===== src/sv/lhsv_pkg.sv =====
// ============================================================================
// lhsv_pkg
// Shared types, constants and small tables of the HSV steady/breathing block.
// ============================================================================
package lhsv_pkg;

   // tick counter
   localparam int PHASE_STEPS = 40;
   localparam int PHASE_W     = 6;
   localparam int BREATH_STEP = 5;

   // register limits
   localparam int FULL_SAT = 1000;
   localparam int FULL_VAL = 100;

   // register indexes
   localparam logic [1:0] REG_HUE        = 2'd0;
   localparam logic [1:0] REG_SATURATION = 2'd1;
   localparam logic [1:0] REG_BRIGHTNESS = 2'd2;
   localparam logic [1:0] REG_MODE       = 2'd3;

   // effect mode codes
   localparam logic [1:0] MODE_NONE   = 2'd0;
   localparam logic [1:0] MODE_STEADY = 2'd1;
   localparam logic [1:0] MODE_BREATH = 2'd2;
   localparam logic [1:0] MODE_UNUSED = 2'd3;

   // hue reduction: 8 steps of mod 360, then 3 steps of divide by 60
   localparam int HUE_MOD       = 360;
   localparam int SECTOR_SPAN   = 60;
   localparam int HUE_MOD_STEPS = 8;
   localparam int HUE_STEPS     = 11;

   // channel arithmetic, scaled down by 30:
   // level = floor((17 * v * X + 200000) / 400000), X = 60000 - m * s
   localparam int X_FULL     = 60000;
   localparam int ROUND_BIAS = 200000;
   localparam int DIVISOR    = 400000;
   localparam int M_W        = 6;      // width of m, serial steps of m * s
   localparam int W_W        = 11;     // width of 17 * v, serial steps of X * w
   localparam int Q_W        = 8;      // quotient bits per channel
   localparam int ACC_W      = 27;
   localparam int DIV_W      = 26;
   localparam int CHANNELS   = 3;

   typedef enum logic [2:0] {
      ST_IDLE,
      ST_HUE,
      ST_LOAD,
      ST_MULS,
      ST_MULV,
      ST_DIV,
      ST_DONE
   } state_type;

   // which HSV term feeds a channel
   typedef enum logic [1:0] {
      K_V,
      K_P,
      K_Q,
      K_T
   } kind_type;

   // restoring divisor of the hue reduction for a given step
   function automatic logic [15:0] hue_divisor(input logic [3:0] step);
      logic [15:0] r;
      if (step < 4'(HUE_MOD_STEPS)) begin
         r = 16'(HUE_MOD) << (4'(HUE_MOD_STEPS - 1) - step);
      end else begin
         r = 16'(SECTOR_SPAN) << (4'(HUE_STEPS - 1) - step);
      end
      return r;
   endfunction

   // sector / channel to term: (V,T,P) (Q,V,P) (P,V,T) (P,Q,V) (T,P,V) (V,P,Q)
   function automatic kind_type chan_kind(input logic [2:0] sector, input logic [1:0] chan);
      kind_type k0, k1, k2, k;
      case (sector)
         3'd0: begin k0 = K_V; k1 = K_T; k2 = K_P; end
         3'd1: begin k0 = K_Q; k1 = K_V; k2 = K_P; end
         3'd2: begin k0 = K_P; k1 = K_V; k2 = K_T; end
         3'd3: begin k0 = K_P; k1 = K_Q; k2 = K_V; end
         3'd4: begin k0 = K_T; k1 = K_P; k2 = K_V; end
         default: begin k0 = K_V; k1 = K_P; k2 = K_Q; end
      endcase
      case (chan)
         2'd0: k = k0;
         2'd1: k = k1;
         default: k = k2;
      endcase
      return k;
   endfunction

endpackage


===== src/sv/led_hsv_steady_breathing.sv =====
// ============================================================================
// led_hsv_steady_breathing
// Per-tick LED color: HSV to RGB with a steady or breathing value, computed
// by a bit-serial multiply and restoring-divide datapath.
// ============================================================================
//
//  channel | ports                              | dir | carries
//  --------+------------------------------------+-----+-------------------------
//  req     | req_valid req_ready req_restart    | in  | one tick word
//  rsp     | rsp_valid rsp_ready rsp_red/green/blue | out | one color word
//  csr     | csr_valid csr_ready csr_index csr_wdata | in | register write
//
//  A tick in steady or breathing mode runs 11 hue reduction steps, then per
//  channel 1 load, 6 steps of m*s, 11 steps of X*(17*v) and 8 divide steps,
//  then hands off the color word once the output register is free and goes
//  back to idle, where the next tick is taken; all of it runs on one shared
//  serial multiplier/divider.
//  A tick in mode none gives no word. Reset sets brightness to 50.
//  Reset clears the tick counter, control and the other registers.
//  A color word waits in the output register while the next tick is taken; a
//  finished conversion holds until that register is free.
//
module led_hsv_steady_breathing
   import lhsv_pkg::*;
(
   input  logic        clock,
   input  logic        reset,
   input  logic        req_valid,
   output logic        req_ready,
   input  logic        req_restart,
   output logic        rsp_valid,
   input  logic        rsp_ready,
   output logic [7:0]  rsp_red,
   output logic [7:0]  rsp_green,
   output logic [7:0]  rsp_blue,
   input  logic        csr_valid,
   output logic        csr_ready,
   input  logic [1:0]  csr_index,
   input  logic [15:0] csr_wdata
);

   state_type state_ff, state_in;

   logic [15:0]        hue_ff;
   logic [9:0]         sat_ff;
   logic [6:0]         bri_ff;
   logic [1:0]         mode_ff;
   logic [PHASE_W-1:0] phase_ff, phase_in;

   logic [3:0]         step_ff;
   logic [1:0]         chan_ff;
   logic [15:0]        hrem_ff, hrem_in;
   logic [2:0]         sector_ff, sector_in;
   logic [6:0]         val_ff, val_in;
   logic [ACC_W-1:0]   acc_ff, acc_in;
   logic [ACC_W-1:0]   mul_a_ff, mul_a_in;
   logic [W_W-1:0]     mul_b_ff, mul_b_in;
   logic [DIV_W-1:0]   div_ff, div_in;
   logic [23:0]        res_ff;
   logic               rsp_valid_ff;
   logic [23:0]        rsp_ff;

   logic               req_fire, rsp_fire, active_mode, slot_free, last_step;
   logic [15:0]        hdiv;
   logic               hue_ge, div_ge;
   logic [9:0]         sat_use;
   logic [W_W-1:0]     wmul;
   logic [M_W-1:0]     r60, m_sel;
   kind_type           kind;
   logic [PHASE_W:0]   ph_inc;
   logic [8:0]         lvl_up, lvl_dn, lvl;
   logic [ACC_W-1:0]   mul_term;

   // ---------------------------------------------------------------
   // Handshake and control outputs
   // ---------------------------------------------------------------
   always_comb begin
      req_ready   = (state_ff == ST_IDLE);
      csr_ready   = 1'b1;
      req_fire    = req_valid && req_ready;
      rsp_fire    = rsp_valid_ff && rsp_ready;
      slot_free   = !rsp_valid_ff || rsp_ready;
      active_mode = (mode_ff == MODE_STEADY) || (mode_ff == MODE_BREATH);
      last_step   = 1'b0;
      unique case (state_ff)
         ST_HUE:  last_step = (step_ff == 4'(HUE_STEPS - 1));
         ST_MULS: last_step = (step_ff == 4'(M_W - 1));
         ST_MULV: last_step = (step_ff == 4'(W_W - 1));
         ST_DIV:  last_step = (step_ff == 4'(Q_W - 1));
         default: last_step = 1'b0;
      endcase
   end

   assign rsp_valid = rsp_valid_ff;
   assign rsp_red   = rsp_ff[23:16];
   assign rsp_green = rsp_ff[15:8];
   assign rsp_blue  = rsp_ff[7:0];

   // ---------------------------------------------------------------
   // Next state
   // ---------------------------------------------------------------
   always_comb begin
      state_in = state_ff;
      unique case (state_ff)
         ST_IDLE: if (req_fire && active_mode) state_in = ST_HUE;
         ST_HUE:  if (last_step) state_in = ST_LOAD;
         ST_LOAD: state_in = ST_MULS;
         ST_MULS: if (last_step) state_in = ST_MULV;
         ST_MULV: if (last_step) state_in = ST_DIV;
         ST_DIV: begin
            if (last_step) state_in = (chan_ff == 2'(CHANNELS - 1)) ? ST_DONE : ST_LOAD;
         end
         ST_DONE: if (slot_free) state_in = ST_IDLE;
         default: state_in = ST_IDLE;
      endcase
   end

   // ---------------------------------------------------------------
   // Tick phase and value for this tick
   // ---------------------------------------------------------------
   always_comb begin
      ph_inc   = (req_restart ? '0 : {1'b0, phase_ff}) + 1'b1;
      phase_in = (ph_inc == (PHASE_W+1)'(PHASE_STEPS)) ? '0 : ph_inc[PHASE_W-1:0];
      lvl_up   = 9'(phase_in) * 9'(BREATH_STEP);
      lvl_dn   = (9'(PHASE_STEPS) - 9'(phase_in)) * 9'(BREATH_STEP);
      lvl      = (9'(phase_in) < 9'(PHASE_STEPS / 2)) ? lvl_up : lvl_dn;
      if (mode_ff == MODE_BREATH) begin
         val_in = (lvl > 9'(FULL_VAL)) ? 7'(FULL_VAL) : lvl[6:0];
      end else begin
         val_in = (bri_ff > 7'(FULL_VAL)) ? 7'(FULL_VAL) : bri_ff;
      end
   end

   // ---------------------------------------------------------------
   // Hue reduction step and channel term selection
   // ---------------------------------------------------------------
   always_comb begin
      hdiv      = hue_divisor(step_ff);
      hue_ge    = (hrem_ff >= hdiv);
      hrem_in   = hue_ge ? (hrem_ff - hdiv) : hrem_ff;
      sector_in = (step_ff >= 4'(HUE_MOD_STEPS)) ? {sector_ff[1:0], hue_ge} : sector_ff;
      sat_use   = (sat_ff > 10'(FULL_SAT)) ? 10'(FULL_SAT) : sat_ff;
      // 17 * v
      wmul      = {val_ff, 4'b0000} + W_W'(val_ff);
      r60       = hrem_ff[M_W-1:0];
      kind      = chan_kind(sector_ff, chan_ff);
      case (kind)
         K_V:     m_sel = '0;
         K_P:     m_sel = M_W'(SECTOR_SPAN);
         K_Q:     m_sel = r60;
         default: m_sel = M_W'(SECTOR_SPAN) - r60;
      endcase
   end

   // ---------------------------------------------------------------
   // Serial datapath: one multiplier bit or one quotient bit per cycle
   // ---------------------------------------------------------------
   always_comb begin
      mul_term = mul_b_ff[0] ? mul_a_ff : '0;
      div_ge   = (acc_ff >= ACC_W'(div_ff));
      acc_in   = acc_ff;
      mul_a_in = mul_a_ff;
      mul_b_in = mul_b_ff;
      div_in   = div_ff;
      case (state_ff)
         ST_LOAD: begin
            acc_in   = ACC_W'(X_FULL);
            mul_a_in = ACC_W'(sat_use);
            mul_b_in = W_W'(m_sel);
         end
         ST_MULS: begin
            // X = 60000 - m * s, never negative
            acc_in   = acc_ff - mul_term;
            mul_a_in = mul_a_ff << 1;
            mul_b_in = mul_b_ff >> 1;
            if (last_step) begin
               mul_a_in = acc_ff - mul_term;
               mul_b_in = wmul;
               acc_in   = ACC_W'(ROUND_BIAS);
            end
         end
         ST_MULV: begin
            acc_in   = acc_ff + mul_term;
            mul_a_in = mul_a_ff << 1;
            mul_b_in = mul_b_ff >> 1;
            if (last_step) div_in = DIV_W'(DIVISOR << (Q_W - 1));
         end
         ST_DIV: begin
            acc_in = div_ge ? (acc_ff - ACC_W'(div_ff)) : acc_ff;
            div_in = div_ff >> 1;
         end
         default: ;
      endcase
   end

   // ---------------------------------------------------------------
   // Registers
   // ---------------------------------------------------------------
   always_ff @(posedge clock) begin
      if (reset) begin
         state_ff     <= ST_IDLE;
         hue_ff       <= '0;
         sat_ff       <= '0;
         bri_ff       <= 7'(50);
         mode_ff      <= MODE_NONE;
         phase_ff     <= '0;
         step_ff      <= '0;
         chan_ff      <= '0;
         rsp_valid_ff <= 1'b0;
      end else begin
         state_ff <= state_in;

         // register writes
         if (csr_valid && csr_ready) begin
            unique case (csr_index)
               REG_HUE:        hue_ff  <= csr_wdata;
               REG_SATURATION: sat_ff  <= csr_wdata[9:0];
               REG_BRIGHTNESS: bri_ff  <= csr_wdata[6:0];
               REG_MODE:       mode_ff <= csr_wdata[1:0];
               default: ;
            endcase
         end

         // advance the tick counter on every accepted word
         if (req_fire) phase_ff <= phase_in;

         // step counter restarts whenever the state changes
         if (state_in != state_ff) begin
            step_ff <= '0;
         end else if (state_ff != ST_IDLE && state_ff != ST_DONE) begin
            step_ff <= step_ff + 1'b1;
         end

         if (req_fire) begin
            chan_ff <= '0;
         end else if (state_ff == ST_DIV && last_step) begin
            chan_ff <= chan_ff + 1'b1;
         end

         // output register: set on handoff, drop once taken
         if (state_ff == ST_DONE && slot_free) begin
            rsp_valid_ff <= 1'b1;
         end else if (rsp_fire) begin
            rsp_valid_ff <= 1'b0;
         end
      end
   end

   // payload registers
   always_ff @(posedge clock) begin
      if (req_fire) begin
         hrem_ff   <= hue_ff;
         sector_ff <= '0;
         val_ff    <= val_in;
      end else if (state_ff == ST_HUE) begin
         hrem_ff   <= hrem_in;
         sector_ff <= sector_in;
      end
      acc_ff   <= acc_in;
      mul_a_ff <= mul_a_in;
      mul_b_ff <= mul_b_in;
      div_ff   <= div_in;
      if (state_ff == ST_DIV) res_ff <= {res_ff[22:0], div_ge};
      if (state_ff == ST_DONE && slot_free) rsp_ff <= res_ff;
   end

   // ---------------------------------------------------------------
   // Assertions
   // ---------------------------------------------------------------
   a_phase_range: assert property (@(posedge clock) disable iff (reset)
      phase_ff < PHASE_W'(PHASE_STEPS))
      else $error("tick phase out of range");

   a_none_no_work: assert property (@(posedge clock) disable iff (reset)
      (req_fire && !active_mode) |=> (state_ff == ST_IDLE))
      else $error("mode none started a conversion");

   a_rsp_from_done: assert property (@(posedge clock) disable iff (reset)
      $rose(rsp_valid_ff) |-> ($past(state_ff) == ST_DONE))
      else $error("color word raised outside handoff");

   a_chan_range: assert property (@(posedge clock) disable iff (reset)
      (state_ff == ST_LOAD || state_ff == ST_MULS || state_ff == ST_MULV
       || state_ff == ST_DIV) |-> (chan_ff < 2'(CHANNELS)))
      else $error("channel index out of range");

endmodule


===== config.mk =====
export PLATFORM = sky130hd
export DESIGN_NAME = led_hsv_steady_breathing
export DESIGN_NICKNAME = d
export VERILOG_FILES = /design/src/sv/lhsv_pkg.sv /design/src/sv/led_hsv_steady_breathing.sv
export SDC_FILE = /design/constraint.sdc
export NUM_CORES = 1
export LEC_CHECK = 0
export BUFFER_PORTS_ARGS = -buffer_cell sky130_fd_sc_hd__clkbuf_2
export CAP_MARGIN = 20
export CORE_MARGIN = 10
export CORE_UTILIZATION = 57
export DETAILED_ROUTE_END_ITERATION = 8
export PLACE_DENSITY = 0.77
export SYNTH_ARGS = -nofsm -noshare
export SYNTH_HDL_FRONTEND = slang
export SYNTH_SLANG_ARGS = --single-unit
export TNS_END_PERCENT = 30

===== constraint.sdc =====
create_clock -name clock -period 6.3 [get_ports clock]
set_input_delay 1.26 -clock clock [delete_from_list [all_inputs] [get_ports clock]]
set_output_delay 1.26 -clock clock [all_outputs]
set_load 0.03 [all_outputs]

==> impl_metrics.json, run 1 <==
{
  "status": "finished, final reports clean",
  "grt.overflow.total": 0,
  "critical_path_peak_fanout": 9,
  "io_buffers": 49,
  "postRouteAntennaNets": 0,
  "layout.nets": 1748,
  "clockRootBuffer": "clkbuf_16",
  "setup_viol": 0,
  "wirelength_um": 36100,
  "cts_setup_buffers": 0,
  "core_area_mm2": 0.0251,
  "synth-seq-cells": 216,
  "design_area_mm2": 0.0159,
  "worstSetupEndpointType": "flop",
  "maxSlewViolCount": 0,
  "grt_pass1_wl_um": 58500,
  "syn_inst": 1548,
  "drv_cap": 0,
  "place.detailed.hpwl_um": 26000,
  "drc": 0,
  "synth_edf_count": 162,
  "start_util_pct": 57.7,
  "insertion_delay_ns": 0.53,
  "ys_top_cells_by_area": "edfxtp_1 (34%), ha_1 (12%), dfxtp_1 (7.5%)",
  "required_ns": 6.57,
  "syn-cell-area_mm2": 0.0145,
  "synth_nets": 1713,
  "syn_avg_cell_area_um2": 9.36,
  "area_growth_pct": 10.0,
  "cts_tree": "built",
  "critPathKind": "input port to flop",
  "die_h_um": 179,
  "cts_buffers": 24,
  "wl_per_cell_um": 18.7,
  "n_antenna_cell": 0,
  "regToRegSetupSlack_ns": 1.54,
  "die_w_um": 179,
  "layout-drive-gt1-share_pct": 7.87,
  "cts_hold_buffers": 0,
  "report.power.total_uw": 3340,
  "p_sw_uw": 744,
  "clock_power_share_pct": 45.8,
  "ir_drop_mv": 0.205,
  "io_pins": 51,
  "num_rows": 58,
  "fin_crit_ns": 4.93,
  "switching_share_pct": 22.3,
  "start_kind": "input port",
  "synthArstFlopShare_pct": 0,
  "grt_max_degree": 48,
  "synth_seq_area_share_pct": 41.0,
  "dp.cells": 1887,
  "synth_warnings": 0,
  "dieArea_mm2": 0.0322,
  "hold_path_class": "flop to flop",
  "cts.sinks": 216,
  "power_leakage_uw": 0.00641,
  "period_share_pct": 78.2,
  "antenna_found_initial": 0,
  "skew_ns": 0.0114,
  "vias": 11800,
  "via_per_inst": 6.12,
  "rsz0062_at_grt": "false",
  "synth_top_cell_by_area": "edfxtp_1",
  "drt-initial-drc-count": 977,
  "h-tree-depth": 1,
  "gp_congestion": 0.964,
  "fmax_ghz": 0.203,
  "yosysTopAreaCellShare_pct": 33.6,
  "clk_pin_slew_ns": 0.06,
  "worst_slew_pin_slew_ns": 1.08,
  "grt_pass1_vias": 11700,
  "synth_cell_types": 77,
  "dpl_cell_area_mm2": 0.0151,
  "p_per_area_mw_per_mm2": 209,
  "max-slew-margin-rel_pct": 28.0,
  "ys.flop_type": "edfxtp_1",
  "cts-resized-gates": 0,
  "drt-pass1-iter-count": 6,
  "finalSetupTns_ns": 0,
  "worstPathArrival_ns": 5.19,
  "hold_viol_final": 0,
  "p_seq_share_pct": 47.1,
  "final_cells": 1931,
  "clockBufferDepth": 3,
  "power_frac_comb_pct": 7.1,
  "grt_usage_pct": 21.4,
  "internal_power_uw": 2590
}
worst max-delay path, stage by stage:
cell and delay, ns:
clkbuf_2 0.16, nor2b_1 0.41, ha_1 0.36, xor2_1 0.42, nor3_1 0.16, o41ai_1 0.36
xor2_1 0.25, ha_1 0.27, ha_1 0.34, a21oi_1 0.17, nor2b_1 0.08, nand2_1 0.06
nor2_1 0.03, o21ai_0 0.14, a21oi_1 0.09, o311a_2 0.42, o21ai_4 0.11, o21ai_1 0.10
placed cells by master (no fill, tap or decap), drive strengths merged, types with 5 or more instances in the layout:
cell type  instances
a211oi            14
a21o              36
a21oi            132
a221o              5
a222oi             7
a22o              15
a22oi             15
a31oi             23
and2               5
and3               9
buf               16
clkbuf            84
dfxtp             54
edfxtp           162
fa                 6
ha               135
inv              106
mux2i             30
nand2            165
nand2b            22
nand3             30
nand3b             5
nand4              8
nor2             138
nor2b             21
nor3              18
o21a              15
o21ai            106
o21bai            21
o22ai              9
o31ai             14
or3                6
xnor2             61
xor2              35
stage by stage:
stage | worst slack (ns) | hold slack, ns | util [%]
2_1_floorplan | 0.387 | 0.400 | -
3_3_place_gp | 1.09 | 0.407 | 59.9
3_5_place_dp | 0.995 | 0.408 | 60.0
4_1_cts | 1.42 | 0.422 | 63.5
5_1_grt | 1.03 | 0.438 | 63.5
6_report | 1.37 | 0.420 | 63.5
power groups by stage:
stage / combinational (uW) / clock, uW / sequential [uW]
6_report: 239 / 1530 / 1570
5_1_grt: 271 / 1600 / 1570
4_1_cts: 239 / 1550 / 1570
3_5_place_dp: 234 / 0 / 1600
3_3_place_gp: 228 / 0 / 1600
2_1_floorplan: 181 / 0 / 1590
kinds of logic after synthesis:
kind of cell | after synthesis | synth area share, %
AOI/OAI and AO/OA | 460 | 20.5
and+or+nand+nor | 441 | 13.6
DFF | 216 | 41.0
buffers and inverters | 162 | 4.45
adders and majority gates | 142 | 12.6
xor gates and xnor gates | 96 | 5.80
muxes | 30 | 2.07
other | 1 | 0.0259
synthesized netlist by cell type (4+ instances only):
master,number
o21bai_1,21
ha_1,135
a22oi_1,15
a221oi_1,4
nand2_1,165
o21ai_1,8
or2_2,4
a221o_1,5
buf_1,5
nand2b_1,22
nand4_1,8
o31ai_1,14
o21ai_0,97
a21oi_1,131
or3_1,6
a22o_1,15
o221ai_1,4
mux2i_1,30
nor2b_1,21
and3_1,9
o22ai_1,9
and2_1,5
nor3_1,17
buf_2,11
fa_1,6
xor2_1,35
edfxtp_1,162
a211oi_1,13
nand3_1,30
o21a_1,15
o211ai_1,4
a222oi_1,7
nor3b_1,4
nor2_1,138
a31oi_1,23
clkbuf_1,36
dfxtp_1,54
a21o_1,36
inv_1,105
xnor2_1,61
nand3b_1,5
layer usage:
layer / routed length [um] / share of wire (%) / track usage (%) / up-vias
met1: 15400 / 43 / 26.7 / 5664
met4: 935 / 2.6 / 6.35 / 0
li1: - / - / - / 5704
met5: 0 / 0 / 0 / -
met2: 17700 / 49 / 37.8 / 381
met3: 2070 / 5.7 / 2.47 / 67
flip-flops by register name, summed over array words and instances, names as in the netlist:
| register | cells |
|---|---|
| sat_ff | 10 |
| mul_a_ff | 27 |
| val_ff | 7 |
| hrem_ff | 16 |
| mul_b_ff | 11 |
| state_ff | 3 |
| chan_ff | 2 |
| res_ff | 24 |
| bri_ff | 7 |
| div_ff | 26 |
| step_ff | 4 |
| rsp_valid | 1 |
| hue_ff | 16 |
| acc_ff | 27 |
| phase_ff | 6 |
| sector_ff | 3 |
| mode_ff | 2 |
| rsp_ff | 24 |
cell type report:
cell class,instances,area [um2]
clock buffers,35,744
repair buffers,65,385
fillers,2061,9170
multi-input cells,1170,7930
well taps,330,413
flip-flops and latches,216,5950
inverters,106,398
clock inverters,9,130
final timing paths:
| path | from | cells after the start | endpoint |
|---|---|---|---|
| worst max register to register | step_ff[2]$_SDFFE_PP0P_ | 17 | hrem_ff[9]$_DFFE_PP_ |
| worst max-delay path | req_restart | 18 | val_ff[3]$_DFFE_PP_ |
| worst min register to register | res_ff[23]$_DFFE_PP_ | 0 | rsp_ff[23]$_DFFE_PP_ |
| worst min-delay path | res_ff[23]$_DFFE_PP_ | 0 | rsp_ff[23]$_DFFE_PP_ |
Note: power is estimated with default switching activity, not from simulation.
==> inputs of run 2 (changes only) <==
--- a/config.mk
+++ b/config.mk
@@ -5,12 +5,13 @@
 export SDC_FILE = /design/constraint.sdc
 export NUM_CORES = 1
 export LEC_CHECK = 0
+export ABC_AREA = 1
 export BUFFER_PORTS_ARGS = -buffer_cell sky130_fd_sc_hd__clkbuf_2
 export CAP_MARGIN = 20
 export CORE_MARGIN = 10
-export CORE_UTILIZATION = 57
+export CORE_UTILIZATION = 64
 export DETAILED_ROUTE_END_ITERATION = 8
-export PLACE_DENSITY = 0.77
+export PLACE_DENSITY = 0.82
 export SYNTH_ARGS = -nofsm -noshare
 export SYNTH_HDL_FRONTEND = slang
 export SYNTH_SLANG_ARGS = --single-unit
==> constraint.sdc (replaced) <==
create_clock -name clock -period 5 [get_ports clock]
set_input_delay 1 -clock clock [delete_from_list [all_inputs] [get_ports clock]]
set_output_delay 1 -clock clock [all_outputs]
set_load 0.03 [all_outputs]
==> run 2 against run 1 <==
  * Die area decreased by 5.9%
  * Synthesized cell count up 25%
  * Count of clock-buffer cells in the layout down 6
  * Critical path depth up 7
  * Routed wire length is 14% higher
  * Cell area is 4.1% higher
  * Sequential power grew 28%
  * Synthesized area grew 4.8%
  * Worst setup slack got worse by 0.56 ns
  * Largest power group unchanged
==> impl_metrics.json, run 2 <==
{
  "hold_ws_ns": 0.435,
  "finalSetupTns_ns": 0,
  "clockBufferDepth": 3,
  "grt_pass1_wl_um": 67300,
  "ys_top_cells_by_area": "edfxtp_1 (32%), ha_1 (11%), nand2_1 (9.8%)",
  "holdPathStages": 0,
  "power_leakage_uw": 0.00732,
  "synth-seq-cells": 216,
  "h-tree-depth": 1,
  "layout.nets": 2149,
  "n_antenna_cell": 0,
  "syn_inst": 1933,
  "synth_top_cell_by_area": "edfxtp_1",
  "core_area_mm2": 0.0234,
  "cts_setup_buffers": 0,
  "wl_met1_um": 16800,
  "wl_met2_um": 20100,
  "p_per_area_mw_per_mm2": 256,
  "worstSetupEndpointType": "flop",
  "regToRegSetupSlack_ns": 0.86,
  "period_share_pct": 83.6,
  "hold_viol_final": 0,
  "synth_warnings": 0,
  "clk_pin_slew_ns": 0.06,
  "dieArea_mm2": 0.0303,
  "die_h_um": 174,
  "yosysMostFrequentCell": "nand2_1",
  "insertion_delay_ns": 0.55,
  "area_growth_pct": 9.26,
  "layout_commonest_cell": "nand2_1",
  "cts_hold_buffers": 0,
  "synth_seq_area_share_pct": 39.1,
  "ir_drop_mv": 0.249,
  "io_pins": 51,
  "synthArstFlopShare_pct": 0,
  "vias": 13600,
  "highest_layer": "met4",
  "num_rows": 56,
  "rsz0062_at_grt": "false",
  "r2r_cells": 22,
  "cts_buffers": 25,
  "io_buffers": 49,
  "status": "finished, final reports clean",
  "drc": 0,
  "cp.depth": 25,
  "max-slew-margin-rel_pct": 35.6,
  "cts-resized-gates": 0,
  "critical_path_peak_fanout": 6,
  "wirelength_um": 41300,
  "die_w_um": 174,
  "cpMostUsedCell": "nand2_1",
  "setup_viol": 0,
  "antenna_found_initial": 0,
  "slowest_stage": "ha_1",
  "utilization_pct": 70.9,
  "synth_nets": 2098,
  "critPathKind": "input port to flop",
  "place.detailed.hpwl_um": 32100,
  "crit_buf_inv": 2,
  "critPathMaxStageDelay_ns": 0.35,
  "cts_tree": "built",
  "grt_max_degree": 43,
  "required_ns": 5.30,
  "synth_cell_types": 59,
  "drt-pass1-iter-count": 6,
  "mostFrequentLayoutCells": "nand2_1 (395), inv_1 (247), nor2_1 (182)",
  "syn_avg_cell_area_um2": 7.86,
  "grt.overflow.total": 0,
  "syn-cell-area_mm2": 0.0152,
  "synth_common_cells": "nand2_1 (395), inv_1 (247), nor2_1 (183)",
  "drt-initial-drc-count": 1132,
  "skew_ns": 0.0224,
  "gp_congestion": 0.961,
  "start_util_pct": 64.9,
  "worstPathArrival_ns": 4.48,
  "clockRootBuffer": "clkbuf_16",
  "cts.sinks": 216,
  "drv_cap": 0,
  "hold_path_class": "flop to flop",
  "start_kind": "input port",
  "postRouteAntennaNets": 0,
  "worst_path_dominant_cell_family": "simple AND/OR/NAND/NOR gates",
  "maxSlewViolCount": 0,
  "reg.largest.list": "acc_ff: 27 flops, mul_a_ff: 27 flops, div_ff: 26 flops",
  "layout-drive-gt1-share_pct": 7.74,
  "via_per_inst": 5.88,
  "routed-wl-met3_um": 2810,
  "report.power.total_uw": 4250,
  "wl_per_cell_um": 17.8,
  "fmax_ghz": 0.239,
  "worst_slew_pin_slew_ns": 0.966,
  "fin_crit_ns": 4.18,
  "ys.flop_type": "edfxtp_1",
  "synth_edf_count": 162,
  "yosysTopAreaCellShare_pct": 32.0,
  "grt_usage_pct": 26.8,
  "grt_pass1_vias": 13400
}
## run 2: changes by cell type in the layout (fill, tap and decap cells not counted), moves of 15 or more
| cell | previous run | this run |
|---|---|---|
| o211ai_1 | 4 | 21 |
| nand2_1 | 165 | 395 |
| inv_1 | 105 | 247 |
| or2_2 | 4 | 19 |
| a21oi_1 | 130 | 171 |
| nand3_1 | 30 | 119 |
| o21ai_0 | 97 | 156 |
| a31oi_1 | 22 | 6 |
| nor2b_1 | 20 | 0 |
| xnor2_1 | 61 | 12 |
| nand2b_1 | 22 | 0 |
| a21o_1 | 36 | 9 |
| mux2i_1 | 30 | 0 |
| nor2_1 | 136 | 182 |
## run 2: kinds of logic after synthesis
| family | share of synthesized area (%) |
|---|---|
| simple gates | 22.4 |
| compound gates | 16.7 |
| buf+inv | 7.42 |
| flops | 39.1 |
| fa+ha+maj | 11.9 |
| xor+xnor | 2.42 |
| other cells | 0.0247 |
## run 2: area by class of cell
class | count | area (um2)
Sequential cell | 216 | 5950
Clock inverter | 17 | 150
Tap cell | 319 | 399
Timing Repair Buffer | 61 | 343
Multi-Input combinational cell | 1423 | 8120
Fill cell | 1946 | 6810
Clock buffer | 29 | 672
Inverter | 257 | 967
## run 2: metrics by stage
step | instance area, um2 | instances | worst slack [ns]
4_1_cts | 16600 | 2322 | 0.811
3_3_place_gp | 15800 | 2275 | 0.471
5_1_grt | 16600 | 2322 | 0.384
2_1_floorplan | 15200 | 1933 | 0.728
3_5_place_dp | 15800 | 2276 | 0.260
6_report | 16600 | 2322 | 0.819
## run 2: metal layers
layer  up-vias  GRT usage [%]
met3        98           3.23
li1       6721              -
met2       545           46.8
met4         0           10.0
met1      6278           33.3
met5         -              0
## run 2: final timing paths
path | endpoint | start
min | rsp_ff[23]$_DFFE_PP_ | res_ff[23]$_DFFE_PP_
max | val_ff[0]$_DFFE_PP_ | req_restart
max reg2reg | hrem_ff[11]$_DFFE_PP_ | step_ff[1]$_SDFFE_PP0P_
min reg2reg | rsp_ff[23]$_DFFE_PP_ | res_ff[23]$_DFFE_PP_
## run 2: worst register-to-register path, stage by stage (launching register included)
cell	delay, ns
dfxtp_1	0.45
ha_1	0.25
inv_1	0.09
ha_1	0.41
inv_1	0.18
ha_1	0.20
a22o_1	0.16
inv_1	0.05
ha_1	0.29
inv_1	0.06
o21bai_1	0.30
nand3_1	0.11
nand3_1	0.13
nand2_1	0.08
nand2_1	0.08
nand2_1	0.06
nand2_1	0.09
nand2_1	0.06
nand2_1	0.06
nand2_1	0.07
nand2_1	0.07
nand2_1	0.05
nand2_1	0.48
## run 2: power by group
| part | total, uW | internal (uW) | switching, uW |
|---|---|---|---|
| clock | 1810 | 1030 | 775 |
| sequential | 2010 | 1970 | 31.9 |
| combinational | 434 | 164 | 270 |
==> inputs of run 3 (changes only) <==
--- a/config.mk
+++ b/config.mk
@@ -5,13 +5,13 @@
 export SDC_FILE = /design/constraint.sdc
 export NUM_CORES = 1
 export LEC_CHECK = 0
-export ABC_AREA = 1
+export ABC_AREA = 0
 export BUFFER_PORTS_ARGS = -buffer_cell sky130_fd_sc_hd__clkbuf_2
 export CAP_MARGIN = 20
 export CORE_MARGIN = 10
-export CORE_UTILIZATION = 64
+export CORE_UTILIZATION = 63
 export DETAILED_ROUTE_END_ITERATION = 8
-export PLACE_DENSITY = 0.82
+export PLACE_DENSITY = 0.81
 export SYNTH_ARGS = -nofsm -noshare
 export SYNTH_HDL_FRONTEND = slang
 export SYNTH_SLANG_ARGS = --single-unit
==> constraint.sdc (replaced) <==
create_clock -name clock -period 4 [get_ports clock]
set_input_delay 0.8 -clock clock [delete_from_list [all_inputs] [get_ports clock]]
set_output_delay 0.8 -clock clock [all_outputs]
set_load 0.03 [all_outputs]
==> run 3 against run 2 <==
  * Count of clock-buffer cells in the layout stayed put
  * Power increased by 23%
  * Sequential cell count did not move
  * Clock power rose by 25%
  * Register-to-register slack got worse by 0.73 ns
  * Global-route usage decreased by 2.4 points
  * Final cell count down 16%
==> impl_metrics.json, run 3 (synthesized netlist as in run 1, its figures left out) <==
{
  "hold_viol_final": 0,
  "core_area_mm2": 0.0226,
  "regToRegSetupSlack_ns": 0.13,
  "cp-endpoint": "hrem_ff[10]$_DFFE_PP_",
  "reg.largest.list": "acc_ff: 27 flops, mul_a_ff: 27 flops, div_ff: 26 flops",
  "worstPathArrival_ns": 4.15,
  "cp.depth": 18,
  "finalSetupTns_ns": 0,
  "ir_drop_mv": 0.331,
  "antenna_found_initial": 0,
  "cts_hold_buffers": 0,
  "postRouteAntennaNets": 0,
  "cts_buffers": 24,
  "die_h_um": 172,
  "cpMostUsedCell": "o21a_1",
  "cts.sinks": 216,
  "gp_congestion": 0.927,
  "wl_per_cell_um": 18.8,
  "layout_commonest_cell": "nand2_1",
  "period_share_pct": 96.8,
  "grt_max_degree": 48,
  "layout-drive-gt1-share_pct": 12.8,
  "n_antenna_cell": 0,
  "dpl_cell_area_mm2": 0.0155,
  "setup_viol": 0,
  "start_kind": "flop",
  "required_ns": 4.28,
  "skew_ns": 0.0109,
  "wirelength_um": 36700,
  "critical_path_peak_fanout": 6,
  "vias": 12300,
  "dieArea_mm2": 0.0295,
  "status": "finished, final reports clean",
  "drt-pass1-iter-count": 8,
  "start_util_pct": 64.0,
  "fin_crit_ns": 3.87,
  "insertion_delay_ns": 0.52,
  "clockBufferDepth": 3,
  "worst_slew_pin_slew_ns": 0.984,
  "crit_buf_inv": 3,
  "hold_path_class": "flop to flop",
  "num_rows": 55,
  "die_w_um": 172,
  "critPathKind": "flop to flop",
  "grt_pass1_wl_um": 59500,
  "grt.overflow.total": 0,
  "critPathMaxStageDelay_ns": 0.36,
  "io_pins": 51,
  "worst_path_dominant_cell_family": "compound AO/OA/AOI/OAI gates",
  "place.detailed.hpwl_um": 26600,
  "grt_pass1_vias": 12000,
  "r2r-start": "step_ff[1]$_SDFFE_PP0P_",
  "utilization_pct": 72.9,
  "p_per_area_mw_per_mm2": 315,
  "mostFrequentLayoutCells": "nand2_1 (165), edfxtp_1 (162), nor2_1 (136)",
  "h-tree-depth": 1,
  "via_per_inst": 6.27,
  "r2r_cells": 18,
  "maxSlewViolCount": 0,
  "layout.nets": 1818,
  "dp_slack_ns": -0.412,
  "hold_ws_ns": 0.435,
  "drc": 0,
  "n_fill_cell": 1650,
  "drv_cap": 0,
  "crit_chain": "ha_4, inv_2, ha_4, inv_2, ha_1, a31oi_1, ha_1, o21a_1, o21a_1, o21a_1, o21a_1, o21a_1, a311o_1, a21o_1, a21o_1, a21oi_4, a2111oi_4, clkbuf_16",
  "max-slew-margin-rel_pct": 34.4,
  "power_leakage_uw": 0.00699,
  "design_area_mm2": 0.0165,
  "area_growth_pct": 13.9,
  "reg2reg_to": "hrem_ff[10]$_DFFE_PP_",
  "startpoint": "step_ff[1]$_SDFFE_PP0P_",
  "slowest_stage": "dfxtp_2",
  "cts_tree": "built",
  "fmax_ghz": 0.258,
  "grt_usage_pct": 24.4,
  "clockRootBuffer": "clkbuf_16",
  "setup_slack_ns": 0.126,
  "drt-initial-drc-count": 1202,
  "io_buffers": 49,
  "worstSetupEndpointType": "flop",
  "clk_pin_slew_ns": 0.06
}
## run 3: worst min path at each step
stage | depth (start not counted) | startpoint | to | slack [ns]
after floorplan | 0 | res_ff[23]$_DFFE_PP_ | rsp_ff[23]$_DFFE_PP_ | 0.40
after global placement | 0 | res_ff[23]$_DFFE_PP_ | rsp_ff[23]$_DFFE_PP_ | 0.42
after detailed placement | 0 | res_ff[23]$_DFFE_PP_ | rsp_ff[23]$_DFFE_PP_ | 0.42
after CTS | 0 | res_ff[23]$_DFFE_PP_ | rsp_ff[23]$_DFFE_PP_ | 0.44
after global routing | 0 | res_ff[23]$_DFFE_PP_ | rsp_ff[23]$_DFFE_PP_ | 0.46
final | 0 | res_ff[23]$_DFFE_PP_ | rsp_ff[23]$_DFFE_PP_ | 0.43
## run 3: cell type report
type                            count  area [um2]  area share [%]
Clock buffer                       29         661            4.00
Clock inverter                     15         154           0.933
Inverter                          106         398            2.41
Multi-Input combinational cell   1170        8030            48.7
Sequential cell                   216        5950            36.0
Tap cell                          285         357            2.16
Timing Repair Buffer              135         950            5.76
## run 3: worst reg2reg max path, stage by stage, from the launching register on
cell,delay [ns]
dfxtp_2,0.36
ha_4,0.14
inv_2,0.05
ha_4,0.29
inv_2,0.06
ha_1,0.20
a31oi_1,0.16
ha_1,0.27
o21a_1,0.13
o21a_1,0.18
o21a_1,0.18
o21a_1,0.18
o21a_1,0.20
a311o_1,0.30
a21o_1,0.18
a21o_1,0.20
a21oi_4,0.21
a2111oi_4,0.13
clkbuf_16,0.22
## run 3: report_power, final
group,leakage [uW],total (uW),switching [uW],internal [uW]
Sequential,0.00189,2480,39.5,2440
Combinational,0.00471,465,240,226
Clock,0.000399,2260,938,1320
## run 3: repair_timing
| item | 4_1_cts | 5_1_grt |
|---|---|---|
| setup buffers | 2 | 5 |
| pin swaps | 2 | 15 |
| gates resized for setup | 1 | 22 |
| cloned | 0 | 1 |
| endpoints found under the setup margin | 14 | 24 |
## run 3: per-layer routing
metal | wire [um] | track usage (%) | vias up | share of wire, %
met5 | 0 | 0 | - | 0
met4 | 1160 | 8.24 | 0 | 3.2
met3 | 2200 | 3.09 | 100 | 6.0
met2 | 18100 | 43.0 | 449 | 49
met1 | 15300 | 30.1 | 5869 | 42
li1 | - | - | 5845 | -
## run 3: per-stage QoR
stage | cells | total power, uW
5_1_grt | 1956 | 5370
4_1_cts | 1949 | 5200
2_1_floorplan | 1548 | 2800
6_report | 1956 | 5200
3_5_place_dp | 1903 | 2950
3_3_place_gp | 1903 | 2930
